### src/rtl/bspu_pkg.sv
// ----------------------------------------------------------------------------
// Bit stream packer package
// Shared types, codes and helpers for the bit stream packer and unpacker.
// ----------------------------------------------------------------------------
package bspu_pkg;

  // Field and position widths of the item and result transactions.
  localparam int unsigned MAX_FIELD_BITS = 32;
  localparam int unsigned DATA_W         = 32;
  localparam int unsigned CNT_W          = 6;
  localparam int unsigned POS_W          = 14;
  localparam int unsigned LIM_W          = 11;

  // A field at any bit offset fits in a window one byte wider than the field.
  localparam int unsigned WIN_W     = MAX_FIELD_BITS + 8;
  localparam int unsigned WIN_BYTES = WIN_W / 8;
  localparam int unsigned KW        = $clog2(WIN_BYTES);

  typedef enum logic [1:0] {
    FUNC_WRITE   = 2'd0,
    FUNC_READ    = 2'd1,
    FUNC_SEEK    = 2'd2,
    FUNC_RESTART = 2'd3
  } func_e;

  typedef enum logic [1:0] {
    STAT_DONE         = 2'd0,
    STAT_RANGE        = 2'd1,
    STAT_SEEK_IGNORED = 2'd2
  } status_e;

  typedef enum logic {
    CFG_READ_LIMIT  = 1'b0,
    CFG_WRITE_LIMIT = 1'b1
  } cfg_index_e;

  typedef enum logic [2:0] {
    BS_CLEAR,
    BS_IDLE,
    BS_ACCESS,
    BS_MERGE,
    BS_FINISH,
    BS_DONE
  } back_state_e;

  // Classified command handed from the front part to the back part.
  typedef struct packed {
    func_e              func;
    logic [CNT_W-1:0]   cnt;
    logic               sgn;
    logic [DATA_W-1:0]  pattern;
    logic [POS_W-1:0]   seek_pos;
  } cmd_t;

  // One result transaction.
  typedef struct packed {
    logic [DATA_W-1:0]  read_value;
    status_e            status;
    logic               error_sticky;
    logic [POS_W-1:0]   cursor;
  } res_t;

  // Mask of the low cnt bits; cnt is already limited to MAX_FIELD_BITS.
  function automatic logic [DATA_W-1:0] field_mask(input logic [CNT_W-1:0] cnt);
    logic [DATA_W:0] one_hot;
    one_hot = (DATA_W + 1)'(1) << cnt;
    return DATA_W'(one_hot - (DATA_W + 1)'(1));
  endfunction

endpackage

### src/rtl/bspu_fifo.sv
// ----------------------------------------------------------------------------
// Command queue
// Short FIFO that decouples the front part from the back part.
// ----------------------------------------------------------------------------
module bspu_fifo #(
  parameter int unsigned DW    = 8,
  parameter int unsigned DEPTH = 2,
  localparam int unsigned PW   = (DEPTH > 1) ? $clog2(DEPTH) : 1,
  localparam int unsigned CW   = $clog2(DEPTH + 1)
) (
  input  logic          clk_i,
  input  logic          rst_ni,
  input  logic          push_i,
  input  logic [DW-1:0] data_i,
  output logic          full_o,
  input  logic          pop_i,
  output logic [DW-1:0] data_o,
  output logic          empty_o
);

  logic [DW-1:0] data_q [DEPTH];
  logic [PW-1:0] wr_ptr_q;
  logic [PW-1:0] rd_ptr_q;
  logic [CW-1:0] count_q;

  localparam logic [PW-1:0] LAST_PTR = PW'(DEPTH - 1);

  assign full_o  = (count_q == CW'(DEPTH));
  assign empty_o = (count_q == '0);
  assign data_o  = data_q[rd_ptr_q];

  // Pointers and fill level.
  always_ff @(posedge clk_i or negedge rst_ni) begin
    if (!rst_ni) begin
      wr_ptr_q <= '0;
      rd_ptr_q <= '0;
      count_q  <= '0;
    end else begin
      if (push_i) begin
        wr_ptr_q <= (wr_ptr_q == LAST_PTR) ? '0 : wr_ptr_q + PW'(1);
      end
      if (pop_i) begin
        rd_ptr_q <= (rd_ptr_q == LAST_PTR) ? '0 : rd_ptr_q + PW'(1);
      end
      if (push_i && !pop_i) begin
        count_q <= count_q + CW'(1);
      end else if (pop_i && !push_i) begin
        count_q <= count_q - CW'(1);
      end
    end
  end

  // Entry storage.
  always_ff @(posedge clk_i) begin
    if (push_i) begin
      data_q[wr_ptr_q] <= data_i;
    end
  end

endmodule

### src/rtl/bspu_front.sv
// ----------------------------------------------------------------------------
// Front part
// Accepts item transactions, limits the bit count, builds the bit pattern to
// be packed and queues the classified command for the back part.
// ----------------------------------------------------------------------------
module bspu_front import bspu_pkg::*; #(
  parameter int unsigned QUEUE_DEPTH = 2
) (
  input  logic                     clk_i,
  input  logic                     rst_ni,
  input  logic                     in_valid_i,
  output logic                     in_ready_o,
  input  logic [1:0]               func_i,
  input  logic signed [DATA_W-1:0] value_i,
  input  logic [CNT_W-1:0]         bit_count_i,
  input  logic                     signed_mode_i,
  input  logic [POS_W-1:0]         seek_position_i,
  input  logic                     hold_i,
  input  logic                     pop_i,
  output cmd_t                     cmd_o,
  output logic                     cmd_valid_o
);

  logic [CNT_W-1:0]  cnt;
  logic [DATA_W-1:0] raw;
  logic              neg;
  logic [DATA_W-1:0] mag;
  logic [DATA_W-1:0] pattern;
  cmd_t              cmd;
  logic              full;
  logic              empty;
  logic              push;

  // Saturate the count and build the LSB-first bit pattern of the field.
  // In signed mode the sign bit goes first and the magnitude follows.
  always_comb begin
    cnt     = (bit_count_i > CNT_W'(MAX_FIELD_BITS)) ? CNT_W'(MAX_FIELD_BITS) : bit_count_i;
    raw     = value_i;
    neg     = raw[DATA_W-1];
    mag     = neg ? (DATA_W'(0) - raw) : raw;
    pattern = signed_mode_i ? {mag[DATA_W-2:0], neg} : raw;
    pattern = pattern & field_mask(cnt);
  end

  always_comb begin
    cmd.func     = func_e'(func_i);
    cmd.cnt      = cnt;
    cmd.sgn      = signed_mode_i;
    cmd.pattern  = pattern;
    cmd.seek_pos = seek_position_i;
  end

  // Items wait while the store is being cleared or the queue is full.
  assign in_ready_o = !full && !hold_i;
  assign push       = in_valid_i && in_ready_o;

  bspu_fifo #(
    .DW    ($bits(cmd_t)),
    .DEPTH (QUEUE_DEPTH)
  ) u_queue (
    .clk_i   (clk_i),
    .rst_ni  (rst_ni),
    .push_i  (push),
    .data_i  (cmd),
    .full_o  (full),
    .pop_i   (pop_i),
    .data_o  (cmd_o),
    .empty_o (empty)
  );

  assign cmd_valid_o = !empty;

endmodule

### config.mk
export PLATFORM = sky130hd
export DESIGN_NAME = bspu_front
export DESIGN_NICKNAME = d
export VERILOG_FILES = /design/src/rtl/bspu_pkg.sv /design/src/rtl/bspu_fifo.sv /design/src/rtl/bspu_front.sv
export SDC_FILE = /design/constraint.sdc
export NUM_CORES = 1
export LEC_CHECK = 0
export ABC_CLOCK_PERIOD_IN_PS = 5790
export BUFFER_PORTS_ARGS = -buffer_cell sky130_fd_sc_hd__buf_2
export CELL_PAD_IN_SITES_DETAIL_PLACEMENT = 1
export CELL_PAD_IN_SITES_GLOBAL_PLACEMENT = 1
export CORE_ASPECT_RATIO = 0.9
export CORE_MARGIN = 2
export CORE_UTILIZATION = 40
export DETAILED_ROUTE_END_ITERATION = 10
export PLACE_DENSITY = 0.83
export SYNTH_ARGS = -nofsm -noshare
export SYNTH_HDL_FRONTEND = slang
export SYNTH_SLANG_ARGS = --single-unit
### constraint.sdc
create_clock -name clk_i -period 5.79 [get_ports clk_i]
set_input_delay 0.579 -clock clk_i [delete_from_list [all_inputs] [get_ports clk_i]]
set_output_delay 0.579 -clock clk_i [all_outputs]
set_load 0.02 [all_outputs]
== After elaboration in Yosys (flattened, before gate mapping) ==
Memory sizes are Yosys's and may differ from the RTL's.
Index checks and enable logic that the tools add are counted.

* Reduce and logical (&&, ||, !) cells: 11
* Div/mod/pow operators: 0
* Muxes and demuxes: 9
* Multipliers: 0
* Shifts and indexed selects: 1
* Order comparisons: 1
* Eq/ne operators: 1
* Bitwise gates (word level): 1
* Add/subtract/negate cells: 6

{| class="wikitable"
|+ Operators by type and width
! cell !! number
|-
| $and A32 B32 Y32 || 1
|-
| $mux W32 || 1
|-
| $shl A1 B6 Y32 const A || 1
|-
| $sub A32 B1 Y32 const B || 1
|-
| $mux W31 || 1
|-
| $sub A1 B31 Y31 const A || 1
|-
| $gt A6 B6 Y1 const B || 1
|-
| $mux W6 || 1
|-
| $logic_not A1 Y1 || 5
|-
| $logic_and A1 B1 Y1 || 4
|-
| $mux W1 || 4
|-
| $mux W2 || 2
|-
| $add A1 B1 Y1 const B || 2
|-
| $add A2 B1 Y2 const B || 1
|-
| $eq A2 B2 Y1 const B || 1
|-
| $logic_not A2 Y1 || 1
|-
| $reduce_bool A2 Y1 || 1
|-
| $sub A2 B1 Y2 const B || 1
|}

* RAM bits: 110
* Logic and storage cells: 34
* Memories kept: 1
* ROM bits: 0
* Bits in latches: 0
* Register bits: 4

{| class="wikitable"
|+ Memory list
! memory !! words !! width !! rd ports !! clocked after Yosys merged registers in !! wr ports !! RTL line !! RTL
|-
| u_queue.data_q || 2 || 55 || 1 || 0 || 1 || bspu_fifo.sv:21 || <nowiki>logic [DW-1:0] data_q [DEPTH];</nowiki>
|}

== Longest topological paths before layout ==
Gate-level depths: netlist of the first run.

* Depth after elaboration: 8
* Mapped depth: 11

== Hierarchy ==
From an unflattened synthesis of the first run, not the netlist that was laid out.

* Cell total of the unflattened synthesis: 488
* Area, all modules: 6,139.6 um^2

{| class="wikitable"
|+ Modules (own cells, without submodules)
! module !! times used !! sequential area each (um^2) !! cells each !! area an instance (um^2)
|-
| bspu_fifo || 1 || 3,403.3 || 187 || 4,320.4
|-
| bspu_front || 1 || 0.0 || 301 || 1,819.2
|}

== Worst setup path before layout of the first run ==
OpenSTA, ideal clock, no wires.

* Path type: in2reg
* Start point: in hold_i
* End point: mem u_queue.data_q[0][0] (netlist name) (enable)
* Data arrival time: 3,506 ps
* Path slack: 1,816 ps
* Cell stages on the path: 3
* Library setup time: 468 ps
* Path through: a21oi_1 nand2_1 nor2_1

* Longest elaborated chain between the ends: 5

{| class="wikitable"
|+ RTL lines
! item !! RTL line !! RTL
|-
| start, declared || bspu_front.sv:18 || <nowiki>input logic hold_i,</nowiki>
|-
| $logic_not A1 Y1 || bspu_front.sv:54 || <nowiki>assign in_ready_o = !full && !hold_i;</nowiki>
|-
| $logic_and A1 B1 Y1 || bspu_front.sv:54 ||
|-
| $logic_and A1 B1 Y1 || bspu_front.sv:55 || <nowiki>assign push = in_valid_i && in_ready_o;</nowiki>
|-
| $mux W1 || bspu_fifo.sv:55 || <nowiki>if (push_i) begin</nowiki>
|-
| $mux W1 (not written as such) || bspu_fifo.sv:56 || <nowiki>data_q[wr_ptr_q] <= data_i;</nowiki>
|-
| end, declared || bspu_fifo.sv:21 ||
|}

No other way between the ends.

== Final worst setup path of the first run ==
* Start point: in bit_count_i[5]
* End point: mem u_queue.data_q[0][20] (netlist name), data pin

* Longest elaborated chain between the ends: 5

{| class="wikitable"
|+ RTL lines
! item !! RTL line !! RTL
|-
| start, declared || bspu_front.sv:15 || <nowiki>input logic [CNT_W-1:0] bit_count_i,</nowiki>
|-
| $gt A6 B6 Y1 || bspu_front.sv:37 || <nowiki>cnt = (bit_count_i > CNT_W'(MAX_FIELD_BITS)) ? CNT_W'(MAX_FIELD_BITS) : bit_count_i;</nowiki>
|-
| $mux W6 (*) || bspu_front.sv:37 ||
|-
| $shl A1 B6 Y32 (*) || bspu_pkg.sv:66 || <nowiki>one_hot = (DATA_W + 1)'(1) << cnt;</nowiki>
|-
| $sub A32 B1 Y32 (*) || bspu_pkg.sv:67 || <nowiki>return DATA_W'(one_hot - (DATA_W + 1)'(1));</nowiki>
|-
| $and A32 B32 Y32 (*) || bspu_front.sv:42 || <nowiki>pattern = pattern & field_mask(cnt);</nowiki>
|-
| via pattern[6] || bspu_front.sv:28 || <nowiki>logic [DATA_W-1:0] pattern;</nowiki>
|}

The timed path passes the listed nets; every way through them passes the cells marked *.

==> results.yml, run 1 <==
die:
  die_w_um: 133.0
  fp-row-count: 42
  dieArea_um2: 15970
  coreArea_um2: 14660
  initial_utilization: 0.4085
  io_pins: 117
  die_h_um: 120.1
yosys:
  synthCells: 487
  yosysUniqueCellTypes: 51
  synthFlopType: "edfxtp_1"
  avgSynthCellArea_um2: 12.30
  synthArstFlopShare: 0.03509
  syn-cell-area_um2: 5989
  synth_nets: 550
  yosysWarnings: 0
  yosysSeqAreaShare: 0.5682
  synth_edf_count: 110
  synth_seq_cells: 114
cts:
  htreeDepth: 4
  cts_resized: 0
  clk_path_buf_depth: 2
  clk_pin_slew_ns: 0.06
  post-cts-setup-buffer-count: 0
  clkLatencyLatePin_ns: 0.42
  clkSinkCount: 114
  cts_hold_buf: 1
  cts_buffers: 17
  cts-root-buf: "clkbuf_16"
  cts_tree: "built"
timing:
  maxSlewViolCount: 0
  finalCriticalPeriod_ns: 3.209
  slew-limit-headroom: 0.4236
  period_share: 0.5542
  timing.fmax_ghz: 0.3116
  hold_ws_ns: 0.3439
  fin_setup_tns_ns: 0
  rsz0062_at_grt: "no"
  setup_viol: 0
  tightest_slew_ns: 0.8568
  finClkSkew_ns: 0.006292
  finalHoldViolations: 0
drt:
  antenna_left: 0
  drcViolationCount: 0
  viasPerCell: 5.653
  drt_iter0_markers: 323
  avgRoutedWirePerCell_um: 20.37
  vias: 4545
  wirelength_um: 16380
  firstDrtPassIters: 5
global_route:
  grt_max_degree: 70
  grt_pass1_vias: 4629
  grt_antenna_before_repair: 0
  grtUsageTotal: 0.2137
  grt_pass1_wl_um: 25960
  grt_overflow: 0
min_path:
  hp-class: "primary input to flip-flop"
place:
  routabilityCongestion: 0.8870
  port_buffers: 116
  dpl.hpwl_um: 11150
job:
  maxCapViolCount: 0
status:
  status: "finished, final reports clean"
final_layout:
  drive_gt1_frac: 0.3696
  nets: 656
  area_growth_pct: 21.75
  n_antenna_cell: 0
  final_common_cell: "buf_2"
  final_cell_mix: "116 x buf_2, 110 x edfxtp_1, 55 x mux2_2"
pwr:
  vdd_drop_max_mv: 0.3321
  p_leak_nw: 2.682
  powerDensity_nw_per_um2: 402.8
worst_setup_path:
  critical_path_class: "primary input to flip-flop"
  cp-end-kind: "flip-flop"
  cp_max_fo: 25
  cp_data_arrival_time_ns: 3.39
  reg2reg_slack_ns: 3.76
  required_ns: 5.97
  startpoint_type: "primary input"
==> worst paths after layout <==
kind | from | cells past startpoint | to
hold / removal | seek_position_i[8] | 1 | u_queue.data_q[0][8]$_DFFE_PP_
setup / recovery | bit_count_i[5] | 9 | u_queue.data_q[0][20]$_DFFE_PP_
setup reg to reg | u_queue.count_q[0]$_DFFE_PN0P_ | 5 | u_queue.data_q[0][45]$_DFFE_PP_
hold reg to reg | u_queue.count_q[1]$_DFFE_PN0P_ | 1 | u_queue.count_q[1]$_DFFE_PN0P_
min in group asynchronous | rst_ni | 2 | u_queue.count_q[0]$_DFFE_PN0P_
max in group asynchronous | rst_ni | 2 | u_queue.rd_ptr_q$_DFFE_PN0P_
==> state kept, by name, summed over array words and instances, names as in the netlist <==
name and cells:
u_queue.data_q 110, u_queue.count_q 2, u_queue.rd_ptr_q 1, u_queue.wr_ptr_q 1
==> metal layers <==
layer,global-route usage,part of all wire,vias to the layer above
met5,0,0,-
met4,0.06922,0.017,0
met3,0.06675,0.073,27
met2,0.3378,0.48,184
met1,0.2805,0.43,2255
li1,-,-,2079
==> layout make-up <==
cell class	count	area (um^2)
inverter	7	26.28
fill	1566	7370
clock inverter	15	135.1
tap	198	247.7
clock buffer	17	425.4
multi-input combinational	332	2432
timing repair buffer	121	620.6
sequential	114	3405
==> critical path, cell delays in order <==
cell,delay (ns)
buf_2,0.25
or2_2,0.44
nor2_1,0.27
nand3_1,0.14
ha_1,0.48
or3_1,0.43
o31ai_1,0.24
a32oi_1,0.17
a211oi_1,0.40
==> power breakdown <==
part / internal, mW / total [mW] / leakage [nW] / switching (mW)
clock network: 0.591 / 0.980 / 0.265 / 0.389
registers: 1.04 / 1.08 / 1.06 / 0.0347
logic: 0.337 / 0.880 / 1.36 / 0.543
==> synth_stat cells, types with 2 or more instances <==
master	number	area, um^2
nand3_1	13	65.06
o31ai_1	9	67.56
a211oi_1	12	90.09
o31a_1	2	17.52
mux2_2	55	619.3
nand2b_1	5	31.28
o41ai_2	2	32.53
a221oi_1	6	52.55
a21oi_1	18	90.09
o41ai_1	5	43.79
and2_1	2	12.51
o21ai_0	23	115.1
nor2_1	42	157.7
or2_2	8	50.05
a32oi_1	3	26.28
xor2_1	26	227.7
nor3_1	8	40.04
nor2b_1	11	68.82
nor4_1	2	12.51
mux2i_1	8	80.08
or4_1	6	45.04
ha_1	3	37.54
nand2_1	21	78.83
xnor2_1	5	43.79
a22o_1	3	26.28
clkbuf_1	29	108.9
dfrtp_1	4	100.1
and3_1	3	18.77
edfxtp_1	110	3303
a31oi_1	6	37.54
buf_1	3	11.26
inv_1	7	26.28
o22ai_1	5	31.28
or3_1	5	31.28
==> through the flow <==
step	utilization	total power [mW]	instances	setup WS (ns)	instance area (um^2)
after floorplan	-	1.692	487	1.816	5989
after global placement	0.4584	1.947	771	2.430	6721
after detailed placement	0.4584	1.980	771	2.234	6721
after CTS	0.4974	2.971	804	2.688	7292
after global routing	0.4974	3.073	804	2.374	7292
final	0.4974	2.937	804	2.581	7292
==> kinds of logic after synthesis <==
kind of cell,Yosys count,share of synthesized area
flops,114,0.5682
xor+xnor,31,0.04533
compound gates,102,0.1201
simple gates,133,0.1161
fa+ha+maj,3,0.006268
buf+inv,41,0.02716
mux,63,0.1168
Note: power is estimated with default switching activity, not from simulation.
==> inputs of run 2 (changes only) <==
--- a/config.mk
+++ b/config.mk
@@ -5,7 +5,7 @@
 export SDC_FILE = /design/constraint.sdc
 export NUM_CORES = 1
 export LEC_CHECK = 0
-export ABC_CLOCK_PERIOD_IN_PS = 5790
+export ABC_CLOCK_PERIOD_IN_PS = 2770
 export BUFFER_PORTS_ARGS = -buffer_cell sky130_fd_sc_hd__buf_2
 export CELL_PAD_IN_SITES_DETAIL_PLACEMENT = 1
 export CELL_PAD_IN_SITES_GLOBAL_PLACEMENT = 1
@@ -13,7 +13,7 @@
 export CORE_MARGIN = 2
 export CORE_UTILIZATION = 40
 export DETAILED_ROUTE_END_ITERATION = 10
-export PLACE_DENSITY = 0.83
+export PLACE_DENSITY = 0.86
 export SYNTH_ARGS = -nofsm -noshare
 export SYNTH_HDL_FRONTEND = slang
 export SYNTH_SLANG_ARGS = --single-unit
==> constraint.sdc (replaced) <==
create_clock -name clk_i -period 2.77 [get_ports clk_i]
set_input_delay 0.277 -clock clk_i [delete_from_list [all_inputs] [get_ports clk_i]]
set_output_delay 0.277 -clock clk_i [all_outputs]
set_load 0.02 [all_outputs]
==> results.yml, run 2 (synthesized netlist as in run 1, its figures left out) <==
timing:
  tightest_slew_ns: 0.6843
  maxSlewViolCount: 0
  finClkSkew_ns: 0.006793
  timing.fmax_ghz: 0.4248
  finalHoldViolations: 0
  setup_viol: 0
  rsz0062_at_grt: "no"
  slew-limit-headroom: 0.5438
  finalCriticalPeriod_ns: 2.354
  fin_setup_tns_ns: 0
  period_share: 0.8497
worst_setup_path:
  cp.depth: 8
  startpoint_type: "primary input"
  critical-path-max-stage-delay_ns: 0.53
  required_ns: 2.90
  cp_max_fo: 4
  critical_path_class: "primary input to flip-flop"
  timing.rr.start: "u_queue.count_q[0]$_DFFE_PN0P_"
  worst-path-buf-inv: 2
  cp-end-kind: "flip-flop"
  slowest_stage: "or4b_1"
  reg2reg_slack_ns: 0.80
  startpoint: "value_i[0]"
  reg2reg_depth: 4
  critPathTopFamily: "simple AND/OR/NAND/NOR gates"
  cp_data_arrival_time_ns: 2.49
  crit_chain: "buf_2 > inv_1 > ha_1 > or4b_1 > or4_1 > o41ai_1 > xor2_1 > a21oi_1"
  worstSetupEndpoint: "u_queue.data_q[0][31]$_DFFE_PP_"
  reg2reg_to: "u_queue.data_q[1][20]$_DFFE_PP_"
cts:
  cts_tree: "built"
  post-cts-setup-buffer-count: 0
  clk_pin_slew_ns: 0.05
  clk_path_buf_depth: 2
  clkLatencyLatePin_ns: 0.42
  cts_buffers: 17
  htreeDepth: 4
  clkSinkCount: 114
  cts-root-buf: "clkbuf_16"
drt:
  avgRoutedWirePerCell_um: 20.43
  drt_iter0_markers: 346
  wirelength_um: 16890
  antenna_left: 0
  vias: 4597
  drcViolationCount: 0
  firstDrtPassIters: 6
  viasPerCell: 5.559
global_route:
  grt_use_met1: 0.2744
  grt_util_met2: 0.3685
  met3_usage: 0.05872
  busiest_layer: "met2"
  grtUsageTotal: 0.2183
  grt_antenna_before_repair: 3
  grt_overflow: 0
  grt_pass1_wl_um: 26640
  grt_max_degree: 45
  grt_pass1_vias: 4805
job:
  maxCapViolCount: 0
place:
  dpl.hpwl_um: 12070
  port_buffers: 116
  routabilityCongestion: 0.9150
die:
  io_pins: 117
  dieArea_um2: 15970
  die_h_um: 120.1
  initial_utilization: 0.4085
  die_w_um: 133.0
  coreArea_um2: 14660
  fp-row-count: 42
final_layout:
  largest_reg_flops: 110
  final_cell_mix: "116 x buf_2, 110 x edfxtp_1, 55 x mux2_2"
  area_growth_pct: 25.21
  final_common_cell: "buf_2"
  top_register: "u_queue.data_q"
  fill_cells: 1559
  regArea_um2: 3405
  nets: 677
  multiInputGateArea_um2: 2432
  drive_gt1_frac: 0.3892
  largestRegisters: "u_queue.data_q: 110 flops, u_queue.count_q: 2 flops"
pwr:
  vdd_drop_max_mv: 0.4545
  powerDensity_nw_per_um2: 844.0
  p_leak_nw: 2.799
  total_power_mw: 6.330
status:
  status: "finished, final reports clean"
min_path:
  hp-class: "primary input to flip-flop"
run 2: cell types whose count changed in the layout (fill, tap and decap cells not counted), sizes merged:
cell and change:
diode +2, clkinv -2, clkbuf +1, clkinvlp +1
bufinv +2, buf +21, inv -2
run 2: power breakdown:
group,leakage (nW),switching [mW],total [mW],internal (mW)
logic,1.47,1.07,1.81,0.740
registers,1.06,0.144,2.32,2.18
clock network,0.277,0.790,2.20,1.41
total,2.80,2.01,6.33,4.32
run 2: final cells by class:
type,instances,area share
flip-flops and latches,114,0.4540
clock inverters,14,0.02186
clock buffers,18,0.05722
repair buffers,142,0.1054
multi-input cells,332,0.3243
well taps,198,0.03303
inverters,7,0.003504
diodes,2,0.0006673
run 2: worst reg2reg max path: stages (launching register included):
cell and delay, ns:
dfrtp_1 0.41, inv_1 0.06, a21oi_1 0.22, and3_2 0.55, buf_4 0.40
run 2: worst min-delay path by stage:
| stage | start | endpoint | slack, ns | depth (start not counted) |
|---|---|---|---|---|
| after global placement | rst_ni | u_queue.count_q[1]$_DFFE_PN0P_ | 0.08 | 1 |
| after CTS | seek_position_i[12] | u_queue.data_q[0][12]$_DFFE_PP_ | 0.04 | 1 |
| after global routing | func_i[0] | u_queue.data_q[1][53]$_DFFE_PP_ | 0.04 | 1 |
| after detailed placement | rst_ni | u_queue.count_q[1]$_DFFE_PN0P_ | 0.09 | 1 |
| final | seek_position_i[12] | u_queue.data_q[0][12]$_DFFE_PP_ | 0.05 | 1 |
| after floorplan | rst_ni | u_queue.count_q[0]$_DFFE_PN0P_ | -0.02 | 0 |
run 2: per-layer routing:
metal  vias up  share of wire  wire length [um]
li1       2129              -                 -
met5         -        0.00047                 8
met1      2276           0.43              7213
met3        24          0.063              1065
met4         2          0.016               269
met2       166           0.49              8336
run 2: timing repair:
action / in CTS / in global routing
setup endpoints to repair: 0 / 0
hold buffers: 1 / 0
hold endpoints to repair: 4 / 0
gates resized for setup: 0 / 0
run 2: through the flow:
stage	setup slack, ns	std cells	utilization	hold slack (ns)	cell area, um^2
floorplan	0.04677	487	-	-0.01859	5997
global placement	0.08526	792	0.4700	0.08334	6892
detailed placement	0.02402	792	0.4700	0.08642	6892
CTS	0.4225	825	0.5112	0.03675	7495
global route	0.3149	826	0.5114	0.04473	7497
finish	0.4162	827	0.5115	0.05440	7500
==> inputs of run 3 (changes only) <==
--- a/config.mk
+++ b/config.mk
@@ -5,7 +5,7 @@
 export SDC_FILE = /design/constraint.sdc
 export NUM_CORES = 1
 export LEC_CHECK = 0
-export ABC_CLOCK_PERIOD_IN_PS = 2770
+export ABC_CLOCK_PERIOD_IN_PS = 2000
 export BUFFER_PORTS_ARGS = -buffer_cell sky130_fd_sc_hd__buf_2
 export CELL_PAD_IN_SITES_DETAIL_PLACEMENT = 1
 export CELL_PAD_IN_SITES_GLOBAL_PLACEMENT = 1
==> constraint.sdc (replaced) <==
create_clock -name clk_i -period 2 [get_ports clk_i]
set_input_delay 0.2 -clock clk_i [delete_from_list [all_inputs] [get_ports clk_i]]
set_output_delay 0.2 -clock clk_i [all_outputs]
set_load 0.02 [all_outputs]
==> results.yml, run 3 (synthesized netlist as in run 1, its figures left out) <==
final_layout:
  fill_cells: 1533
  largest_reg_flops: 110
  final_common_cell: "buf_2"
  utilization: 0.5677
  drive_gt1_frac: 0.4756
  final_cell_mix: "114 x buf_2, 110 x edfxtp_1, 71 x buf_4"
  area_growth_pct: 38.96
  final_area_um2: 8323
  largestRegisters: "u_queue.data_q: 110 flops, u_queue.count_q: 2 flops"
  top_register: "u_queue.data_q"
  nets: 746
  n_antenna_cell: 0
timing:
  maxSlewViolCount: 0
  hold_ws_ns: 0.09824
  finClkSkew_ns: 0.005795
  setup_ws_ns: -0.02415
  setup_viol: 4
  finalHoldViolations: 0
  finalCriticalPeriod_ns: 2.024
  rsz0062_at_grt: "yes"
  slew-limit-headroom: 0.4485
  tightest_slew_ns: 0.8273
  period_share: 1.012
  timing.fmax_ghz: 0.4940
drt:
  vias: 4963
  wirelength_um: 18440
  drt_iter0_markers: 372
  viasPerCell: 5.551
  firstDrtPassIters: 5
  drcViolationCount: 0
  avgRoutedWirePerCell_um: 20.62
  antenna_left: 0
status:
  violations: "setup timing"
  status: "finished, violations left"
pwr:
  p_seq_frac: 0.353
  vdd_drop_max_mv: 1.229
  p_leak_nw: 3.185
  total_power_mw: 8.878
  switching_share: 0.3250
  power_frac_comb: 0.317
  intPower_mw: 5.993
  p_switching_mw: 2.885
  powerDensity_nw_per_um2: 1067
  clkPwrFrac: 0.330
worst_setup_path:
  reg2reg_depth: 5
  cp_data_arrival_time_ns: 2.33
  worstSetupEndpoint: "u_queue.data_q[1][33]$_DFFE_PP_"
  cp-end-kind: "flip-flop"
  timing.rr.start: "u_queue.count_q[0]$_DFFE_PN0P_"
  startpoint: "value_i[1]"
  reg2reg_slack_ns: 0.43
  required_ns: 2.30
  startpoint_type: "primary input"
  reg2reg_to: "u_queue.data_q[0][45]$_DFFE_PP_"
  cp_max_fo: 4
  critical_path_class: "primary input to flip-flop"
place:
  dpl.hpwl_um: 12360
  routabilityCongestion: 0.8866
  port_buffers: 116
  place_area_um2: 7420
cts:
  cts-root-buf: "clkbuf_16"
  cts_buffers: 17
  clk_path_buf_depth: 2
  clkSinkCount: 114
  htreeDepth: 4
  clk_pin_slew_ns: 0.06
  cts_tree: "built"
  clkLatencyLatePin_ns: 0.43
global_route:
  grt_antenna_before_repair: 1
  grtUsageTotal: 0.2383
  grt_overflow: 0
  grt_max_degree: 57
  grt_pass1_wl_um: 28840
  grt_pass1_vias: 5185
min_path:
  hp-class: "primary input to flip-flop"
die:
  die_h_um: 120.1
  fp-row-count: 42
  die_w_um: 133.0
  initial_utilization: 0.4085
  coreArea_um2: 14660
  dieArea_um2: 15970
  io_pins: 117
job:
  maxCapViolCount: 0
[run 3: changes by cell type in the layout (fill, tap and decap cells not counted), sizes merged]
cell	change
clkbuf	+1
diode	-2
dlygate4sd3	+17
bufinv	-1
buf	+52
clkinv	-1
clkinvlp	+1
[run 3: per-layer routing]
layer,global-route usage,routed length (um),vias to the layer above
met1,0.3060,7864,2473
met5,0,9,-
li1,-,-,2258
met2,0.3954,9106,195
met4,0.08065,326,2
met3,0.05915,1131,35
[run 3: worst min-delay path by stage]
| stage | from | end | depth (start not counted) |
|---|---|---|---|
| 2_1_floorplan | rst_ni | u_queue.count_q[0]$_DFFE_PN0P_ | 0 |
| 3_3_place_gp | rst_ni | u_queue.count_q[1]$_DFFE_PN0P_ | 1 |
| 3_5_place_dp | rst_ni | u_queue.count_q[1]$_DFFE_PN0P_ | 1 |
| 4_1_cts | in_valid_i | u_queue.wr_ptr_q$_DFFE_PN0P_ | 3 |
| 5_1_grt | in_valid_i | u_queue.wr_ptr_q$_DFFE_PN0P_ | 3 |
| 6_report | in_valid_i | u_queue.wr_ptr_q$_DFFE_PN0P_ | 3 |
[run 3: worst max-delay path, stage by stage]
cell and delay, ns:
buf_2 0.11, buf_4 0.15, inv_6 0.06, ha_4 0.11
or4b_4 0.48, or4_4 0.50, o21ai_2 0.18, xor2_1 0.08
a211oi_1 0.27, buf_4 0.18
[run 3: cell type report]
class                      count  area [um^2]  share of cell area
sequential                   114         3405              0.4091
multi-input combinational    332         2646              0.3179
timing repair buffer         211         1409              0.1693
clock buffer                  19        432.9             0.05201
tap                          198        247.7             0.02977
clock inverter                13        138.9             0.01669
inverter                       7        43.79            0.005262
[run 3: per-stage QoR]
stage | setup WS, ns | TNS [ns] | std cells
floorplan | -0.1902 | -6.111 | 487
global placement | -0.4851 | -16.26 | 842
detailed placement | -0.5790 | -18.75 | 842
CTS | 0.005707 | 0 | 894
global route | -0.04139 | -0.2437 | 894
finish | -0.02415 | -0.05582 | 894
[run 3: timing repair]
item                                    CTS  global route
setup buffers                             2             0
pin swaps                                 4             2
gates resized for setup                  13            12
endpoints found under the setup margin   18            24
hold buffers                             18             0
endpoints found under the hold margin    37             0
[run 3: power groups by stage]
stage	clock network [mW]	logic [mW]	registers, mW
finish	2.93	2.81	3.13
global route	3.08	3.00	3.16
CTS	2.99	2.83	3.13
detailed placement	0	2.75	3.18
global placement	0	2.68	3.15
floorplan	0	1.79	3.14
